==> src/rtl/mpk_pkg.sv <==
`default_nettype none

package mpk_pkg;

    localparam int CFG_IDX_W  = 2;
    localparam int CFG_DATA_W = 11;
    localparam int LEN_W      = 11;
    localparam int TONE_W     = 12;
    localparam int LOCK_W     = 13;

    localparam logic [LEN_W-1:0]  LEN_MAX    = 11'd1200;
    localparam logic [TONE_W-1:0] DAH_FACTOR = 12'd3;

    // key mode codes
    localparam logic [1:0] MODE_STRAIGHT = 2'd0;
    localparam logic [1:0] MODE_IAMBIC   = 2'd1;
    localparam logic [1:0] MODE_SINGLE   = 2'd2;

    // register indexes
    localparam logic [CFG_IDX_W-1:0] REG_KEY_MODE   = 2'd0;
    localparam logic [CFG_IDX_W-1:0] REG_DIT_LENGTH = 2'd1;
    localparam logic [CFG_IDX_W-1:0] REG_GAP_LENGTH = 2'd2;

    localparam logic [1:0]       KEY_MODE_RST = MODE_IAMBIC;
    localparam logic [LEN_W-1:0] DIT_LEN_RST  = 11'd60;
    localparam logic [LEN_W-1:0] GAP_LEN_RST  = 11'd60;

    typedef struct packed {
        logic [1:0]       key_mode;
        logic [LEN_W-1:0] dit_len;   // already clamped to 1..1200
        logic [LEN_W-1:0] gap_len;   // already clamped to 1..1200
    } cfg_t;

    typedef struct packed {
        logic key_down;
        logic element_start;
        logic element_is_dah;
    } result_t;

    function automatic logic [LEN_W-1:0] clamp_len(input logic [LEN_W-1:0] v);
        logic [LEN_W-1:0] r;
        if (v == '0)
        begin
            r = LEN_W'(1);
        end
        else if (v > LEN_MAX)
        begin
            r = LEN_MAX;
        end
        else
        begin
            r = v;
        end
        return r;
    endfunction

endpackage

`default_nettype wire

==> src/rtl/mpk_cfg_if.sv <==
`default_nettype none

interface mpk_cfg_if;
    logic                             valid;
    logic                             ready;
    logic [mpk_pkg::CFG_IDX_W-1:0]    index;
    logic [mpk_pkg::CFG_DATA_W-1:0]   data;

    modport source (output valid, output index, output data, input ready);
    modport sink   (input valid, input index, input data, output ready);
endinterface

`default_nettype wire

==> src/rtl/mpk_tick_if.sv <==
`default_nettype none

interface mpk_tick_if;
    logic valid;
    logic ready;
    logic dit_pressed;
    logic dah_pressed;

    modport source (output valid, output dit_pressed, output dah_pressed, input ready);
    modport sink   (input valid, input dit_pressed, input dah_pressed, output ready);
endinterface

`default_nettype wire

==> src/rtl/mpk_result_if.sv <==
`default_nettype none

interface mpk_result_if;
    logic valid;
    logic ready;
    logic key_down;
    logic element_start;
    logic element_is_dah;

    modport source (output valid, output key_down, output element_start,
                    output element_is_dah, input ready);
    modport sink   (input valid, input key_down, input element_start,
                    input element_is_dah, output ready);
endinterface

`default_nettype wire

==> src/rtl/mpk_cfg_regs.sv <==
`default_nettype none

module mpk_cfg_regs (
    input  wire logic       clk,
    input  wire logic       rst_n,
    mpk_cfg_if.sink         cfg,
    output mpk_pkg::cfg_t   cfg_state
);

    logic [1:0]                    key_mode_reg;
    logic [mpk_pkg::LEN_W-1:0]     dit_len_reg;
    logic [mpk_pkg::LEN_W-1:0]     gap_len_reg;
    logic                          wr_en;

    assign cfg.ready = 1'b1;
    assign wr_en     = cfg.valid && cfg.ready;

    // lengths are clamped at write time so the datapath sees 1..1200 only
    always_ff @(posedge clk or negedge rst_n)
    begin
        if (!rst_n)
        begin
            key_mode_reg <= mpk_pkg::KEY_MODE_RST;
            dit_len_reg  <= mpk_pkg::DIT_LEN_RST;
            gap_len_reg  <= mpk_pkg::GAP_LEN_RST;
        end
        else if (wr_en)
        begin
            unique case (cfg.index)
                mpk_pkg::REG_KEY_MODE:   key_mode_reg <= cfg.data[1:0];
                mpk_pkg::REG_DIT_LENGTH: dit_len_reg  <= mpk_pkg::clamp_len(cfg.data);
                mpk_pkg::REG_GAP_LENGTH: gap_len_reg  <= mpk_pkg::clamp_len(cfg.data);
                default:                 ;
            endcase
        end
    end

    assign cfg_state.key_mode = key_mode_reg;
    assign cfg_state.dit_len  = dit_len_reg;
    assign cfg_state.gap_len  = gap_len_reg;

endmodule

`default_nettype wire

==> src/rtl/mpk_core.sv <==
`default_nettype none

module mpk_core (
    input  wire logic               clk,
    input  wire logic               rst_n,
    input  wire mpk_pkg::cfg_t      cfg_state,
    input  wire logic               accept,
    input  wire logic               dit,
    input  wire logic               dah,
    output mpk_pkg::result_t        result
);

    logic [mpk_pkg::LOCK_W-1:0] lockout_reg, lockout_next;
    logic [mpk_pkg::TONE_W-1:0] tone_reg, tone_next;
    logic                       last_dit_reg, last_dit_next;

    logic                       want;
    logic                       want_dah;
    logic                       start;
    logic [mpk_pkg::TONE_W-1:0] dit_len_w;
    logic [mpk_pkg::TONE_W-1:0] elem_len;

    always_comb
    begin
        want     = 1'b0;
        want_dah = 1'b0;
        unique case (cfg_state.key_mode)
            mpk_pkg::MODE_IAMBIC:
            begin
                want = dit || dah;
                // squeeze plays the opposite of the last element
                want_dah = (dit && dah) ? last_dit_reg : !dit;
            end
            mpk_pkg::MODE_SINGLE:
            begin
                want     = dit || dah;
                want_dah = !dit;
            end
            default:
            begin
                want     = 1'b0;
                want_dah = 1'b0;
            end
        endcase
    end

    assign dit_len_w = mpk_pkg::TONE_W'(cfg_state.dit_len);
    assign elem_len  = want_dah ? dit_len_w * mpk_pkg::DAH_FACTOR : dit_len_w;
    assign start     = want && (lockout_reg == '0);

    always_comb
    begin
        lockout_next  = lockout_reg;
        tone_next     = tone_reg;
        last_dit_next = last_dit_reg;
        if (start)
        begin
            lockout_next  = mpk_pkg::LOCK_W'(cfg_state.gap_len) + mpk_pkg::LOCK_W'(elem_len);
            tone_next     = elem_len - 1'b1;
            last_dit_next = !want_dah;
        end
        else
        begin
            if (lockout_reg != '0)
            begin
                lockout_next = lockout_reg - 1'b1;
            end
            if (tone_reg != '0)
            begin
                tone_next = tone_reg - 1'b1;
            end
        end
    end

    always_ff @(posedge clk or negedge rst_n)
    begin
        if (!rst_n)
        begin
            lockout_reg  <= '0;
            tone_reg     <= '0;
            last_dit_reg <= 1'b0;
        end
        else if (accept)
        begin
            lockout_reg  <= lockout_next;
            tone_reg     <= tone_next;
            last_dit_reg <= last_dit_next;
        end
    end

    assign result.key_down = (cfg_state.key_mode == mpk_pkg::MODE_STRAIGHT) ?
                             (dit || dah) : (start || (tone_reg != '0));
    assign result.element_start  = start;
    assign result.element_is_dah = start && want_dah;

endmodule

`default_nettype wire

==> src/rtl/mpk_out_reg.sv <==
`default_nettype none

module mpk_out_reg (
    input  wire logic              clk,
    input  wire logic              rst_n,
    input  wire logic              load,
    input  wire mpk_pkg::result_t  result,
    output logic                   can_load,
    mpk_result_if.source           out
);

    logic             valid_reg, valid_next;
    mpk_pkg::result_t data_reg;

    // a new tick can enter while the held result leaves in the same cycle
    assign can_load   = !valid_reg || out.ready;
    assign valid_next = load || (valid_reg && !out.ready);

    always_ff @(posedge clk or negedge rst_n)
    begin
        if (!rst_n)
        begin
            valid_reg <= 1'b0;
        end
        else
        begin
            valid_reg <= valid_next;
        end
    end

    always_ff @(posedge clk)
    begin
        if (load)
        begin
            data_reg <= result;
        end
    end

    assign out.valid          = valid_reg;
    assign out.key_down       = data_reg.key_down;
    assign out.element_start  = data_reg.element_start;
    assign out.element_is_dah = data_reg.element_is_dah;

endmodule

`default_nettype wire

==> src/rtl/morse_paddle_keyer_unit.sv <==
// The result of a transferred tick is registered in the output register.
// Throughput: one tick per cycle; the output register takes a new result while
// the held one leaves, so the input stalls only while the output side stalls.
// Reset (rst_n, async, active low): timers and history cleared, key mode iambic,
// dit and gap length 60 ticks, output empty.
`default_nettype none

module morse_paddle_keyer_unit (
    input  wire logic       clk,
    input  wire logic       rst_n,
    mpk_cfg_if.sink         cfg,
    mpk_tick_if.sink        tick,
    mpk_result_if.source    result
);

    mpk_pkg::cfg_t    cfg_state;
    mpk_pkg::result_t core_result;
    logic             can_load;
    logic             tick_xfer;

    assign tick.ready = can_load;
    assign tick_xfer  = tick.valid && tick.ready;

    mpk_cfg_regs u_cfg_regs (
        .clk       (clk),
        .rst_n     (rst_n),
        .cfg       (cfg),
        .cfg_state (cfg_state)
    );

    mpk_core u_core (
        .clk       (clk),
        .rst_n     (rst_n),
        .cfg_state (cfg_state),
        .accept    (tick_xfer),
        .dit       (tick.dit_pressed),
        .dah       (tick.dah_pressed),
        .result    (core_result)
    );

    mpk_out_reg u_out_reg (
        .clk      (clk),
        .rst_n    (rst_n),
        .load     (tick_xfer),
        .result   (core_result),
        .can_load (can_load),
        .out      (result)
    );

    a_dah_needs_start: assert property (@(posedge clk) disable iff (!rst_n)
        result.valid && result.element_is_dah |-> result.element_start)
        else $error("dah flag without element start");

    a_start_keys: assert property (@(posedge clk) disable iff (!rst_n)
        result.valid && result.element_start |-> result.key_down)
        else $error("element start without key down");

    a_xfer_fills_out: assert property (@(posedge clk) disable iff (!rst_n)
        tick_xfer |=> result.valid)
        else $error("accepted tick produced no result");

    a_stall_only_when_full: assert property (@(posedge clk) disable iff (!rst_n)
        !tick.ready |-> result.valid && !result.ready)
        else $error("input stalled with free output register");

endmodule

`default_nettype wire

==> src/flat_wrapper.sv <==
// flat-port wrapper written by rule: the top's interface ports become plain ports
module morse_paddle_keyer_unit_flat 
  (clk, rst_n, cfg_valid, cfg_index, cfg_data, cfg_ready, tick_valid, tick_dit_pressed, tick_dah_pressed, tick_ready, result_valid, result_key_down, result_element_start, result_element_is_dah, result_ready);
  mpk_cfg_if cfg_i ();
  mpk_tick_if tick_i ();
  mpk_result_if result_i ();
  input  wire logic clk;
  input  wire logic rst_n;
  input wire logic [$bits(cfg_i.valid)-1:0] cfg_valid;
  input wire logic [$bits(cfg_i.index)-1:0] cfg_index;
  input wire logic [$bits(cfg_i.data)-1:0] cfg_data;
  output wire logic [$bits(cfg_i.ready)-1:0] cfg_ready;
  input wire logic [$bits(tick_i.valid)-1:0] tick_valid;
  input wire logic [$bits(tick_i.dit_pressed)-1:0] tick_dit_pressed;
  input wire logic [$bits(tick_i.dah_pressed)-1:0] tick_dah_pressed;
  output wire logic [$bits(tick_i.ready)-1:0] tick_ready;
  output wire logic [$bits(result_i.valid)-1:0] result_valid;
  output wire logic [$bits(result_i.key_down)-1:0] result_key_down;
  output wire logic [$bits(result_i.element_start)-1:0] result_element_start;
  output wire logic [$bits(result_i.element_is_dah)-1:0] result_element_is_dah;
  input wire logic [$bits(result_i.ready)-1:0] result_ready;
  assign cfg_i.valid = cfg_valid;
  assign cfg_i.index = cfg_index;
  assign cfg_i.data = cfg_data;
  assign cfg_ready = cfg_i.ready;
  assign tick_i.valid = tick_valid;
  assign tick_i.dit_pressed = tick_dit_pressed;
  assign tick_i.dah_pressed = tick_dah_pressed;
  assign tick_ready = tick_i.ready;
  assign result_valid = result_i.valid;
  assign result_key_down = result_i.key_down;
  assign result_element_start = result_i.element_start;
  assign result_element_is_dah = result_i.element_is_dah;
  assign result_i.ready = result_ready;
  morse_paddle_keyer_unit u_core (.clk(clk), .rst_n(rst_n), .cfg(cfg_i), .tick(tick_i), .result(result_i));
endmodule
==> config.mk <==
export PLATFORM = sky130hd
export DESIGN_NAME = morse_paddle_keyer_unit_flat
export DESIGN_NICKNAME = d
export VERILOG_FILES = /design/src/rtl/mpk_pkg.sv /design/src/rtl/mpk_cfg_if.sv /design/src/rtl/mpk_tick_if.sv /design/src/rtl/mpk_result_if.sv /design/src/rtl/mpk_cfg_regs.sv /design/src/rtl/mpk_core.sv /design/src/rtl/mpk_out_reg.sv /design/src/rtl/morse_paddle_keyer_unit.sv /design/src/flat_wrapper.sv
export SDC_FILE = /design/constraint.sdc
export NUM_CORES = 1
export LEC_CHECK = 0
export BUFFER_PORTS_ARGS = -buffer_cell sky130_fd_sc_hd__buf_4
export CORE_AREA = 2 2 94 78
export CTS_CLUSTER_SIZE = 14
export DETAILED_ROUTE_END_ITERATION = 16
export DIE_AREA = 0 0 96 80
export GPL_ROUTABILITY_DRIVEN = 1
export MAX_ROUTING_LAYER = met4
export PLACE_DENSITY_LB_ADDON = 0.1
export SLEW_MARGIN = 10
export SYNTH_ARGS = -nofsm -noshare
export SYNTH_HDL_FRONTEND = slang
export SYNTH_SLANG_ARGS = --single-unit
export TNS_END_PERCENT = 100
==> constraint.sdc <==
create_clock -name clk -period 4.6 [get_ports clk]
set_input_delay 0.92 -clock clk [delete_from_list [all_inputs] [get_ports clk]]
set_output_delay 0.92 -clock clk [all_outputs]
set_load 0.03 [all_outputs]
==> flow_metrics.tcl <==
set metrics [dict create \
    status "complete, no violations" \
    largest_register_ffs 13 \
    grt_use_met1_pct 41.9 \
    leakage_nw 1.95 \
    postRouteAntennaNets 0 \
    period_needed_ps 3810 \
    num_rows 27 \
    cp_top_family "compound AO/OA/AOI/OAI gates" \
    cts_hold_buf 0 \
    grt_use_total_pct 28.7 \
    p_per_area_mw_per_mm2 426 \
    cts.reportedPaths.clkPinSlew_ps 100 \
    maxSlewViolCount 0 \
    worst_ep_arrival_time_ps 4050 \
    skew_ps 10.6 \
    avgSynthCellArea_um2 8.41 \
    max_stage_delay_ps 620 \
    slew_headroom_pct 48.3 \
    synth_cell_type_count 63 \
    ioPinCount 26 \
    syn_to_final_growth_pct 9.07 \
    first_global_vias 3302 \
    die_h_um 80 \
    path_common_cell "a21oi_1" \
    routabilityCongestion 0.951 \
    cts_resized 0 \
    min_from "u_core.u_cfg_regs.gap_len_reg[3]$_DFFE_PN1P_" \
    initial_core_util_pct 59.3 \
    crit_end "u_core.u_core.lockout_reg[10]$_DFFE_PN0P_" \
    path_buf_inv 1 \
    synthArstFlopShare_pct 94.4 \
    via_per_inst 6.12 \
    ys_warn_count 0 \
    dieArea_mm2 0.00768 \
    worst_r2r_endpoint "u_core.u_core.lockout_reg[10]$_DFFE_PN0P_" \
    grt_util_met2_pct 43.3 \
    syn_inst 474 \
    yosys_most_used_dff "dfrtp_1" \
    io_buffers 24 \
    drt_wl_total_um 9840 \
    grt_max_degree 52 \
    nNetsFinal 543 \
    cpMaxStageDelayCell "dfstp_2" \
    yosysSeqAreaShare_pct 34.6 \
    drive_above_1_share_pct 13.1 \
    core_mm2 0.00672 \
    cts_max_level 2 \
    cp_max_fo 7 \
    ir_drop_mv 0.283 \
    synth_edf_count 3 \
    start_kind "flop" \
    reg2reg_from "u_core.u_cfg_regs.dit_len_reg[2]$_DFFE_PN1P_" \
    post-route-period-util_pct 82.7 \
    drt_iter0_drc 198 \
    insertion_delay_ps 320 \
    hold_path_class "flop to flop" \
    finalSetupTns_ps 0 \
    antenna_cells 0 \
    dr_total_vias 3562 \
    worstMarginPinSlew_ps 773 \
    drc 0 \
    hold_viol_final 0 \
    place_hpwl_um 7610 \
    post_cts_buffers 0 \
    crit_path_cell_trace "ha_1 -> a211oi_1 -> o21ai_0 -> xnor2_1 -> a21oi_1 -> inv_1 -> ha_1 -> or2_2 -> a21oi_1 -> a21oi_1 -> a311o_1 -> xnor2_1 -> a31oi_1" \
    crit_path_end_kind "flop" \
    setup_viol 0 \
    cts_tree "yes" \
    cp.required_ps 4850 \
    cts.sink_count 54 \
    fp.dieW_um 96 \
    grt-busiest-layer "met2" \
    antenna_found_initial 0 \
    met3_usage_pct 3.97 \
    rsz0062_at_grt "false" \
    cts_buffers 5 \
    cp_num_cells 13 \
    hold_slack_ps 491 \
    synthesis.area_mm2 0.00399 \
    worstRegToRegCells 13 \
    maxCapViolCount 0 \
    ys_seq_elements 54 \
    overflow 0 \
    clockRootBuffer "clkbuf_8" \
    synth_nets 523 \
    critical_path_class "flop to flop" \
    wl_per_cell_um 16.9 \
    first_pass_iters 5 \
    ff2ff_setup_slack_ps 790 \
    grt_pass1_wl_um 16500 \
    max_freq_ghz 0.263 \
    crit_start "u_core.u_cfg_regs.dit_len_reg[2]$_DFFE_PN1P_" \
    clockBufferDepth 2 \
]
## through the flow
step           area, um2  util [%]  total power [mW]  setup WS, ps  cells
2_1_floorplan       3990         -              1.33           949    474
3_3_place_gp        4250      63.3              1.53           823    574
3_5_place_dp        4250      63.3              1.55           736    574
4_1_cts             4350      64.7              1.84           813    582
5_1_grt             4350      64.7              1.99           504    582
6_report            4350      64.7              1.85           794    582
## cell usage in the layout (no fill, tap or decap), types with 3 or more instances in the layout
cell type	netlist	layout
nand2_1	58	58
o21ai_0	56	56
dfrtp_1	42	42
a21oi_1	35	35
buf_4	1	31
nor2_1	30	30
ha_1	27	27
inv_1	24	24
nor3_1	18	18
a31oi_1	10	10
dfstp_2	9	9
mux2i_1	8	8
xnor2_1	8	8
xor2_1	8	8
a21o_1	7	7
mux2_2	7	7
or3_1	7	7
nand2b_1	6	6
a211oi_1	6	6
o211ai_1	6	6
nand3_1	6	6
and2_1	5	5
nor4_1	5	5
clkbuf_8	0	5
nor2b_1	4	4
or4_1	4	4
and3_1	3	3
or2_2	3	3
o311a_1	3	3
o31ai_1	3	3
o21a_1	3	3
nand3b_1	3	3
o22ai_1	3	3
edfxtp_1	3	3
## worst min-delay path by stage
| stage | end | cells after the start |
|---|---|---|
| after floorplan | u_core.u_cfg_regs.gap_len_reg[0]$_DFFE_PN0P_ | 2 |
| after global routing | u_core.u_cfg_regs.gap_len_reg[3]$_DFFE_PN1P_ | 2 |
| after CTS | u_core.u_cfg_regs.gap_len_reg[3]$_DFFE_PN1P_ | 2 |
| after global placement | u_core.u_cfg_regs.gap_len_reg[2]$_DFFE_PN1P_ | 2 |
| after detailed placement | u_core.u_cfg_regs.gap_len_reg[3]$_DFFE_PN1P_ | 2 |
| final | u_core.u_cfg_regs.gap_len_reg[3]$_DFFE_PN1P_ | 2 |
## worst min-delay path, cell delays in order (launching register included)
cell and delay, ps:
dfstp_2 390, nand2_1 40, o21ai_0 60
## cells in the mapped netlist, drive strengths merged (4+ instances only)
library cell / n / area share [%]
xnor2: 8 / 1.8
nor2b: 4 / 0.63
buf: 5 / 0.60
a211oi: 6 / 1.1
or4: 5 / 1.0
nor3: 20 / 2.8
dfstp: 9 / 5.9
a21oi: 35 / 4.4
a31oi: 10 / 1.6
mux2i: 8 / 2.0
nor4: 5 / 0.78
o211ai: 6 / 1.1
o21ai: 58 / 7.3
nand3: 6 / 0.75
nor2: 30 / 2.8
or3: 7 / 1.1
xor2: 8 / 1.8
nand2: 58 / 5.5
ha: 27 / 8.5
a21o: 7 / 1.3
nand2b: 6 / 0.94
mux2: 7 / 2.0
dfrtp: 42 / 26
clkbuf: 13 / 1.2
inv: 24 / 2.3
and2: 6 / 0.94
## logic make-up (layout without fill, tap and decap cells)
family | after synthesis | count (layout) | synth area share (%)
DFF | 54 | 54 | 34.6
buffers and inverters | 42 | 63 | 4.08
xor gates and xnor gates | 16 | 16 | 3.52
AOI/OAI and AO/OA | 153 | 153 | 23.6
other | 1 | 1 | 0.0941
and+or+nand+nor | 164 | 164 | 20.7
adders and majority gates | 29 | 29 | 9.48
muxes | 15 | 15 | 3.99
## routing by layer
metal | routed length, um | vias up | share of wire (%)
met1 | 4850 | 1667 | 49
met3 | 553 | 6 | 5.6
met2 | 4360 | 123 | 44
met4 | 81 | 0 | 0.82
met5 | 0 | - | 0
li1 | - | 1766 | -
## layout make-up
cell class / count / area [um2]
Timing Repair Buffer: 31 / 233
Inverter: 24 / 90.1
Fill cell: 587 / 2380
Multi-Input combinational cell: 378 / 2440
Clock inverter: 3 / 23.8
Tap cell: 87 / 109
Sequential cell: 54 / 1380
Clock buffer: 5 / 68.8
## where the power goes
| part | internal, mW | switching [mW] |
|---|---|---|
| Clock | 0.111 | 0.173 |
| Sequential | 0.617 | 0.143 |
| Combinational | 0.342 | 0.463 |
No activity file was read; power rests on OpenSTA's default activity.
